`src/hdl/bitmap_next_fit_block_allocator_assert.svh`:
```
// assertion macros for the bitmap next-fit block allocator
// expects clk and rst_n in the scope of use
`ifndef BITMAP_NEXT_FIT_BLOCK_ALLOCATOR_ASSERT_SVH
`define BITMAP_NEXT_FIT_BLOCK_ALLOCATOR_ASSERT_SVH

// property checked on every edge outside reset
`define BNFA_CHECK(lbl, prop, msg) \
  lbl: assert property (@(posedge clk) disable iff (!rst_n) prop) else $error(msg);

// property checked on every edge, reset included
`define BNFA_CHECK_ALWAYS(lbl, prop, msg) \
  lbl: assert property (@(posedge clk) prop) else $error(msg);

`endif

```
`src/hdl/bnfa_pkg.sv`:
```
// shared types and constants of the bitmap next-fit block allocator
// no dependencies
package bnfa_pkg;

  localparam int WORD_BITS = 32;
  localparam int HINT_W    = 11;
  localparam int CNT_W     = 17;

  localparam logic [WORD_BITS-1:0] FULL_WORD = 32'hFFFF_FFFF;
  localparam logic [CNT_W-1:0]     COUNT_MAX = 17'h1_0000;
  localparam logic [CNT_W-1:0]     TOTAL_RST = 17'h1_0000;

  localparam logic [1:0] MODE_ALLOC = 2'd0;
  localparam logic [1:0] MODE_FREE  = 2'd1;
  localparam logic [1:0] MODE_LOAD  = 2'd2;

  localparam logic [1:0] STAT_OK      = 2'd0;
  localparam logic [1:0] STAT_NO_FREE = 2'd1;
  localparam logic [1:0] STAT_RANGE   = 2'd2;

  localparam logic [1:0] CFG_TOTAL     = 2'd0;
  localparam logic [1:0] CFG_START     = 2'd1;
  localparam logic [1:0] CFG_INIT_FREE = 2'd2;

  typedef struct packed {
    logic [1:0]  mode;
    logic [15:0] block_number;
    logic [10:0] word_index;
    logic [31:0] word_value;
  } in_beat_t;

  typedef struct packed {
    logic [1:0]  status;
    logic [15:0] granted_block;
    logic [16:0] free_count;
  } out_beat_t;

  typedef struct packed {
    logic       hit;
    logic [4:0] bit_idx;
  } srch_res_t;

endpackage

```
`src/hdl/bnfa_word_search.sv`:
```
// finds the lowest clear bit of one bitmap word inside the data range
// depends on bnfa_pkg
module bnfa_word_search (
  input  logic [bnfa_pkg::WORD_BITS-1:0] word,
  input  logic [bnfa_pkg::HINT_W-1:0]    idx,
  input  logic [15:0]                    range_lo,
  input  logic [bnfa_pkg::CNT_W-1:0]     eff_total,
  output bnfa_pkg::srch_res_t            res
);
  import bnfa_pkg::*;

  logic [WORD_BITS-1:0] lo_mask;
  logic [WORD_BITS-1:0] hi_mask;
  logic [WORD_BITS-1:0] cand;
  logic [WORD_BITS-1:0] lowest;
  logic [4:0]           bit_idx;
  logic [11:0]          last_word;

  assign last_word = eff_total[16:5];

  always_comb begin
    if (idx > range_lo[15:5]) begin
      lo_mask = FULL_WORD;
    end else if (idx == range_lo[15:5]) begin
      lo_mask = FULL_WORD << range_lo[4:0];
    end else begin
      lo_mask = '0;
    end
    if ({1'b0, idx} < last_word) begin
      hi_mask = FULL_WORD;
    end else if ({1'b0, idx} == last_word) begin
      hi_mask = ~(FULL_WORD << eff_total[4:0]);
    end else begin
      hi_mask = '0;
    end
  end

  assign cand   = ~word & lo_mask & hi_mask;
  assign lowest = cand & (~cand + 32'd1);

  always_comb begin
    bit_idx = '0;
    for (int i = 0; i < WORD_BITS; i++) begin
      if (lowest[i]) begin
        bit_idx = bit_idx | 5'(i);
      end
    end
  end

  assign res.hit     = |cand;
  assign res.bit_idx = bit_idx;

endmodule

```
`config.mk`:
```
export PLATFORM = sky130hd
export DESIGN_NAME = bnfa_word_search
export DESIGN_NICKNAME = d
export VERILOG_FILES = /design/src/hdl/bitmap_next_fit_block_allocator_assert.svh /design/src/hdl/bnfa_pkg.sv /design/src/hdl/bnfa_word_search.sv
export SDC_FILE = /design/constraint.sdc
export NUM_CORES = 1
export LEC_CHECK = 0
export ABC_CLOCK_PERIOD_IN_PS = 4000
export BUFFER_PORTS_ARGS = -buffer_cell sky130_fd_sc_hd__clkbuf_2
export CAP_MARGIN = 20
export CORE_MARGIN = 10
export CORE_UTILIZATION = 54
export DETAILED_ROUTE_END_ITERATION = 8
export MAX_ROUTING_LAYER = met4
export PLACE_DENSITY = 0.85
export SLEW_MARGIN = 15
export SYNTH_ARGS = -nofsm -noshare
export SYNTH_HDL_FRONTEND = slang
export SYNTH_SLANG_ARGS = --single-unit
```
`constraint.sdc`:
```
create_clock -name vclk -period 4
set_clock_uncertainty 0.05 [all_clocks]
set_input_delay 0.6 -clock vclk [all_inputs]
set_output_delay 0.6 -clock vclk [all_outputs]
set_load 0.03 [all_outputs]
```
==> run summary, run 1 <==
worst ep type = top-level output
Mapped Avg Cell Area = 6.49 um^2
post-synth top area cell = ha_1
top cells by area, synth = ha_1, o21ai_0, a21oi_1, nand2_1, nor2_1
stop err = [ERROR GRT-0232] Routing congestion too high. Check the congestion heatmap in the GUI.
placed instance area = 3440 um^2
Synth Net Count = 478
post-synthesis instance total = 380
# IOs = 82
die height = 87.6 um
Halt Stage = 5_1_grt
grt total ovfl = 16
cell row count = 24
CTS hold repair buffers = 0
most common cell in the netlist = o21ai_0
All-Layer GR Usage = 58.8%
Commonest cells post-synth = o21ai_0, nand2_1, a21oi_1
Port Buf Inserts = 82
post-GRT worst EP = res[5]
post-DP HPWL = 9660 um
sequential area share after synthesis = 0%
Yosys top cell area share = 11.2%
Die X-Extent = 87.6 um
# placed instances = 569
Initial Utilization = 56.2%
Syn. warnings = 0
final RePlAce weighted congestion = 1.10
post-synthesis cell area = 2460 um^2
status = stopped before the end
largest net degree at the start of global routing = 19
Synth cell types = 67
repair_timing:
action                                 CTS
cloned                                   4
setup endpoints to repair                6
gates resized for setup                 75
endpoints found under the hold margin    0
pin swaps                               21
buffers inserted                        17
through the flow:
step                      hold WS, ps  setup slack, ps  util (%)
after floorplan                  1600             39.5         -
after CTS                        1810            -88.0      90.2
after global placement           1810             -287      78.4
after detailed placement         1830             -331      78.4
layer usage:
metal,global-route usage [%],overflow
met1,57.0,0
met2,72.8,7
met3,44.0,0
met4,56.1,9
met5,-,-
logic make-up after synthesis:
| group | share of synthesized area, % |
|---|---|
| compound gates | 48.0 |
| fa+ha+maj | 11.2 |
| buf+inv | 8.63 |
| simple gates | 32.2 |
==> run 2, diff against run 1 <==
- CORE_UTILIZATION: 54 -> 40
- MAX_ROUTING_LAYER: met4 -> not set
- PLACE_DENSITY: 0.85 -> not set
- PLACE_DENSITY_LB_ADDON: not set -> 0.15
==> run 2 against run 1 <==
Effect of this change:
- the flow now finishes, with violations (negative setup slack)
- synthesized area is the same
- synthesized cell count stayed put
==> run summary, run 2 <==
status = finished, violations left
failing checks = negative setup slack
routing usage on met2 = 39.4%
post-synth top area cell = ha_1
Worst path top cell family by delay = simple AND/OR/NAND/NOR gates
critical path class = primary input to primary output
Starting DRT DRC Count = 361
final worst slack = -270 ps
worst hold path type = primary input to primary output
sequential area share after synthesis = 0% (unchanged)
All-Layer GR Usage = 22.7%
# setup viols final = 6
CTS hold repair buffers = 0 (unchanged)
drt wl/cell = 19.4 um
fin nets = 668
vias in the first global route = 3823
# placed instances = 606 (+6.5%)
Commonest cells post-synth = o21ai_0, nand2_1, a21oi_1
Worst setup SP type = primary input
largest family of logic cells by synthesized area = compound AO/OA/AOI/OAI gates
Worst Tran Pin Value = 521 ps
pwr/cell area = 163 nW/um^2
DR vias/cell = 6.19
area fraction in and, or, nand and nor cells after synthesis = 32.2% (unchanged)
final instance area = 4270 um^2
relative slew slack = 65.0%
Tot Pwr = 0.693 mW
Die ar. = 9700 um^2
Synth Net Count = 478 (unchanged)
critical path required time = 3350 ps
Core Box Area = 5960 um^2
Critical-path top delay cell = or4_4
Synth cell types = 67 (unchanged)
# IOs = 82 (unchanged)
Yosys top cell area share = 11.2% (unchanged)
top cells by area, synth = ha_1, o21ai_0, a21oi_1, nand2_1, nor2_1
fin crit share = 107%
pre-CTS setup slack = -394 ps (-62.9 ps)
drt total wl = 12500 um
Fin Setup TNS = -992 ps
area added between synthesis and finish = 73.1%
Min Hold Slack = 1810 ps
Global Route met3 Usage = 2.86%
Port Buf Inserts = 82 (unchanged)
Synth Area in XOR/XNOR = 0% (unchanged)
Hold Fails Final Rpt = 0
Mapped Avg Cell Area = 6.49 um^2 (unchanged)
grt total ovfl = 0
Initial Utilization = 41.4% (-15 points)
die height = 98.5 um (+12%)
adder-cell share of the synthesized area = 11.2% (unchanged)
compound-cell area share of the yosys netlist = 48.0% (unchanged)
FMAX = 234 MHz
largest net degree at the start of global routing = 19
Post-Layout Cell Count = 643
cell row count = 28 (+17%)
initial antenna violation count = 0
grt peak-use layer = met2
Syn. warnings = 0 (unchanged)
RSZ-0062 raised after global routing = true
layout cells sized above 1 = 49.1%
GRT met1 Usage = 28.9%
commonest non-fill, non-tap cell in the layout = buf_4
CP max stage delay = 550 ps
Seq cells = 0
post-synthesis cell area = 2460 um^2 (unchanged)
multiplexer area fraction after synthesis = 0% (unchanged)
first-pass GRT wire length = 18900 um
FF+latch area = 0 um^2
ANT nets after route = 0
most common cell in the netlist = o21ai_0
Clock Buffer Count = 0
Leak = 2.01 nW
Critical Path AT = 3620 ps
# DRC = 0
final RePlAce weighted congestion = 1.00 (-9.0%)
placed instance area = 3560 um^2 (+3.5%)
Crit. End Element = primary output
min Tclk post-route = 4270 ps
Slew Limit Fails = 0
number of iterations in the first detailed-routing pass = 5
vias post-DR = 3983
worst IR drop on VDD = 0.185 mV
Layout Utilization = 71.6%
post-synthesis instance total = 380 (unchanged)
n_diodes = 0
cell chain of the critical path = buf_8 > ha_4 > nor2b_4 > o211ai_1 > a211oi_4 > buf_6 > nor2_4 > buf_6 > buf_12 > a32oi_2 > nand4_1 > or4_4 > or3_4 > buf_8
most frequent cells in the layout = buf_4, clkbuf_2, nand2_1
Die X-Extent = 98.5 um (+12%)
Worst Path Max Fanout = 6
Bufs and invs on worst path = 5
post-DP HPWL = 9630 um (-0.31%)
max cap viols = 0
[run 2: final timing paths]
check	startpoint	end	slack, ps	depth (start not counted)
max	idx[1]	res[5]	-270	14
min	word[31]	res[5]	1810	4
[run 2: what timing repair did]
action,in CTS,in global routing
cloned,1,0
setup endpoints to repair,6,6
pin swaps,27,28
gates resized for setup,66,43
buffers inserted,18,18
hold endpoints to repair,0,0
[run 2: cells by family after synthesis]
group	Yosys count
compound gates	165
simple gates	143
buf+inv	50
fa+ha+maj	22
[run 2: power by group]
part | internal, mW | switching [mW] | total, mW | leakage [nW]
clock network | 0 | 0 | 0 | 0
logic | 0.336 | 0.358 | 0.693 | 2.01
registers | 0 | 0 | 0 | 0
[run 2: final cells by class]
cell class | count | area, um^2
fill | 524 | 1690
multi-input combinational | 331 | 2560
timing repair buffer | 209 | 1500
tap | 75 | 93.8
inverter | 28 | 108
[run 2: per-layer routing]
metal	wire, um	up-vias
met5	0	-
met4	364	0
met3	1070	43
met2	5970	234
met1	5060	1847
li1	-	1859
(Power assumes the default switching activity.)
